### src/rtl/dtt_label_cam.sv
// ----------------------------------------------------------------------------
// dtt_label_cam: label store with parallel compare
// Holds one label per allocated slot and matches two keys against all of
// them at once. Labels are unique, so the matching slot is OR-encoded.
// ----------------------------------------------------------------------------
module dtt_label_cam #(
  parameter int MAX_STATES = 64,
  parameter int LABEL_BITS = 16,
  localparam int SLOT_BITS = $clog2(MAX_STATES),
  localparam int CNT_BITS  = $clog2(MAX_STATES + 1)
) (
  input  logic                  clk,
  input  logic                  rst,
  input  logic                  clr,
  input  logic [LABEL_BITS-1:0] clr_label,
  input  logic [CNT_BITS-1:0]   count,
  input  logic                  wr_a_en,
  input  logic [SLOT_BITS-1:0]  wr_a_slot,
  input  logic [LABEL_BITS-1:0] wr_a_label,
  input  logic                  wr_b_en,
  input  logic [SLOT_BITS-1:0]  wr_b_slot,
  input  logic [LABEL_BITS-1:0] wr_b_label,
  input  logic [LABEL_BITS-1:0] key_a,
  input  logic [LABEL_BITS-1:0] key_b,
  output logic                  hit_a,
  output logic [SLOT_BITS-1:0]  slot_a,
  output logic                  hit_b,
  output logic [SLOT_BITS-1:0]  slot_b
);

  logic [LABEL_BITS-1:0] labels [MAX_STATES];
  logic [MAX_STATES-1:0] match_a;
  logic [MAX_STATES-1:0] match_b;

  always_ff @(posedge clk) begin
    if (rst) begin
      labels[0] <= '0;
    end else begin
      if (clr) begin
        labels[0] <= clr_label;
      end
      if (wr_a_en) begin
        labels[wr_a_slot] <= wr_a_label;
      end
      if (wr_b_en) begin
        labels[wr_b_slot] <= wr_b_label;
      end
    end
  end

  // Only slots below the fill count take part in the compare.
  always_comb begin
    slot_a = '0;
    slot_b = '0;
    for (int i = 0; i < MAX_STATES; i++) begin
      match_a[i] = (CNT_BITS'(i) < count) && (labels[i] == key_a);
      match_b[i] = (CNT_BITS'(i) < count) && (labels[i] == key_b);
      slot_a     = slot_a | (match_a[i] ? SLOT_BITS'(i) : '0);
      slot_b     = slot_b | (match_b[i] ? SLOT_BITS'(i) : '0);
    end
    hit_a = |match_a;
    hit_b = |match_b;
  end

endmodule

### config.mk
export PLATFORM = sky130hd
export DESIGN_NAME = dtt_label_cam
export DESIGN_NICKNAME = d
export VERILOG_FILES = /design/src/rtl/dtt_label_cam.sv
export SDC_FILE = /design/constraint.sdc
export NUM_CORES = 2
export LEC_CHECK = 0
export ABC_AREA = 0
export ABC_CLOCK_PERIOD_IN_PS = 4200
export BUFFER_PORTS_ARGS = -buffer_cell sky130_fd_sc_hd__buf_2
export CORE_AREA = 4 4 537 539
export DETAILED_ROUTE_END_ITERATION = 8
export DIE_AREA = 0 0 541 543
export PLACE_DENSITY = 0.48
export RECOVER_POWER = 50
export SLEW_MARGIN = 20
export SYNTH_ARGS = -nofsm -noshare
export SYNTH_HDL_FRONTEND = slang
export SYNTH_SLANG_ARGS = --single-unit
### constraint.sdc
create_clock -name clk -period 4.2 [get_ports clk]
set_input_delay 0.42 -clock clk [delete_from_list [all_inputs] [get_ports clk]]
set_output_delay 0.42 -clock clk [all_outputs]
set_load 0.005 [all_outputs]
==> results.cfg <==
[status]
outcome = finished, violations left
violations = capacitance limit, slew limit, setup timing

[finish]
reg.largest.list = labels: 1024 flops
nets = 6175
syn_to_final_growth_pct = 16.7
largest_register_ffs = 1024
largest-register = labels
fin_util = 0.290
fin_cells = 9953
drive_gt1_frac = 0.295

[timing]
worst_pin_slew_ns = 1.66
period_needed_ns = 4.24
setup_viol = 2
rsz0062_at_grt = true
slew-limit-headroom = -0.109
max_freq_mhz = 236
finalMaxSlewViolations = 54
hold_viol_final = 0
worst_slack_ns = -0.0363
period_share = 1.01
worst_hold_slack_ns = 0.0243
tns_ns = -0.0622

[critical_path]
worst_path_max_delay_cell = nor3_4
cpPeakStageDelay_ns = 0.45
cp.required_ns = 3.78
crit_arrival_ns = 3.82
path_cells = buf_2 > nor3_4 > nand2b_2 > a21oi_2 > buf_4 > o22ai_1 > nor3_1 > and4_1 > nand4_1 > buf_4 > buf_2
crit_type = primary input to primary output
cp-startpoint = count[6]
critPathLaunchType = primary input
worstSetupEndpointType = primary output
worstPathMaxFanout = 12

[min_path]
hp-start = clr_label[9]
worstHoldPathCells = 3
hold-path-endpoint = labels[0][9]
min_path_type = primary input to flip-flop

[place]
gp_congestion = 0.986
dpl.cell_count = 9694
io_buffers = 117
place_hpwl_um = 234000

[drt]
routedWlPerCell_um = 36.4
drtIter0Drc = 8379
drt_first_pass_iters = 5
ant_nets = 0
viasPerCell = 5.47
vias = 54500
drcViolationCount = 0
routed_wl_um = 362000

[synth]
synth_compound_area_frac = 0.0200
yosysSeqAreaShare = 0.436
post-synth-top-area-cell = edfxtp_1
netlist_instances = 5878
synthAdderAreaFrac = 0
synthSimpleGateAreaFrac = 0.0824
synth_area_leaders = edfxtp_1 44%, xor2_1 18%, mux2_2 16%
netlist_area_sq_um = 70600
muxShareOfSynthArea = 0.161
async_reset_ff_frac = 0
synth-main-ff-cell = edfxtp_1
synth_nets = 5982
yosys.area.top_type_share = 0.436
synth_area_per_cell_sq_um = 12.0
synthXorXnorAreaFrac = 0.254
synth_edf_count = 1024
yosys_warnings = 0
synth_top_family_by_area = XOR/XNOR gates
synth.distinct_cells = 70
ys_seq_elements = 1024

[pwr]
ir_drop_mv = 0.318
p_comb_frac = 0.154
p_seq_frac = 0.421
power.density_nw_per_um2 = 329
power.leakage_nw = 27.2
p_int_mw = 19.3
swShare = 0.290
netSwitchingPower_mw = 7.86
p_clk_frac = 0.425

[clock_network]
htree_levels = 4
path_clk_slew_ns = 0.05
cts_made_buffers = 132
cts_tree = done
root_buffer = clkbuf_16
cts_sinks = 1024
cts_max_path_buffers = 3

[floorplan]
dieWidth_um = 541
core_sq_um = 284000
io_pins = 118
rows = 196
initial_utilization = 0.249
die-height_um = 543
die_area_sq_um = 294000

[global_routing]
grt_max_degree = 65
antenna_found_initial = 50
grt_pass1_vias = 53300
grt_pass1_wl_um = 482000
grt-ovfl-total = 0
track_usage = 0.238

[flow_run]
drv_cap = 4
stage by stage:
step	instance area (sq um)	setup slack, ns	power (mW)
after floorplan	70600	1.11	13.8
after global placement	78200	-0.440	15.7
after detailed placement	78200	-0.387	15.7
after CTS	82600	-0.0702	27.1
after global routing	82300	-0.0167	27.7
final	82400	-0.0363	27.1
power by group through the flow:
| stage | registers [mW] | logic (mW) | clock network (mW) |
|---|---|---|---|
| floorplan | 11.6 | 2.19 | 0 |
| global placement | 11.6 | 4.03 | 0 |
| detailed placement | 11.6 | 4.03 | 0 |
| CTS | 11.4 | 4.06 | 11.6 |
| global route | 11.4 | 4.22 | 12.0 |
| finish | 11.4 | 4.18 | 11.5 |
cells by family after synthesis:
kind of cell	Yosys count
AOI/OAI and AO/OA	208
xor gates and xnor gates	2048
DFF	1024
and+or+nand+nor	1021
muxes	1008
buffers and inverters	569
worst max-delay path, delay by kind of cell:
family          cells  cell delay [ns]
compound gates      2             0.60
buf+inv             4             0.83
simple gates        5             1.96
layout make-up:
type / count / area, sq um
fill: 29200 / 202000
tap: 3762 / 4710
antenna: 24 / 60.1
inverter: 2 / 7.51
multi-input combinational: 4285 / 36900
timing repair buffer: 626 / 5810
sequential: 1024 / 30700
clock inverter: 69 / 734
clock buffer: 161 / 3450
synthesized netlist by cell type, drive strengths merged (3+ instances only):
master / number
nor3: 50
o32ai: 11
buf: 316
or3: 17
and2: 4
nor2b: 5
xnor2: 621
a311oi: 5
a31oi: 20
or3b: 11
edfxtp: 1024
and4: 4
nand2: 120
o21ai: 53
a21oi: 15
a21o: 4
o2bb2ai: 4
nand3b: 12
and3: 6
nand4: 211
o2111ai: 7
nor2: 98
or2: 8
nor4: 391
nand3: 68
or4: 4
clkbuf: 251
o22ai: 69
nor3b: 4
nand2b: 3
a211oi: 6
xor2: 1427
mux2: 1008
layout by cell type, fill, tap and decap left out, types with 13 or more instances in the layout:
cell	instances
o21ai_0	29
diode_2	24
nand2_1	119
clkbuf_1	103
or3_1	15
clkinv_1	25
nor4_1	381
buf_2	51
nand4_1	211
o22ai_2	26
xnor2_1	621
edfxtp_1	1024
nor2_1	96
a31oi_1	19
nand3_1	66
xor2_1	1427
nor3_1	47
o22ai_1	42
a21oi_1	13
clkbuf_16	134
buf_4	351
clkinv_2	18
mux2_2	1008
buf_12	111
o21ai_1	21
buf_6	35
layer usage:
layer	vias to the layer above	wire, um	global-route usage
li1	21600	-	-
met1	28400	144000	0.313
met2	3579	162000	0.376
met3	842	35400	0.0426
met4	12	20900	0.116
met5	-	83	0
worst max-delay path by stage:
stage              endpoint  slack [ns]  cells past startpoint
6_report          slot_b[0]       -0.04                     11
5_1_grt               hit_b       -0.02                     10
3_5_place_dp          hit_b       -0.39                     13
4_1_cts           slot_b[1]       -0.07                      9
2_1_floorplan  labels[1][0]        1.11                      4
3_3_place_gp          hit_b       -0.44                     13
timing repair:
item | CTS | global route
setup endpoints to repair | 9 | 5
hold buffers | 1 | 0
hold endpoints to repair | 1 | 0
pin swaps | 9 | 6
resized for setup | 22 | 11
buffers inserted | 3 | 1
(Power assumes the default switching activity.)
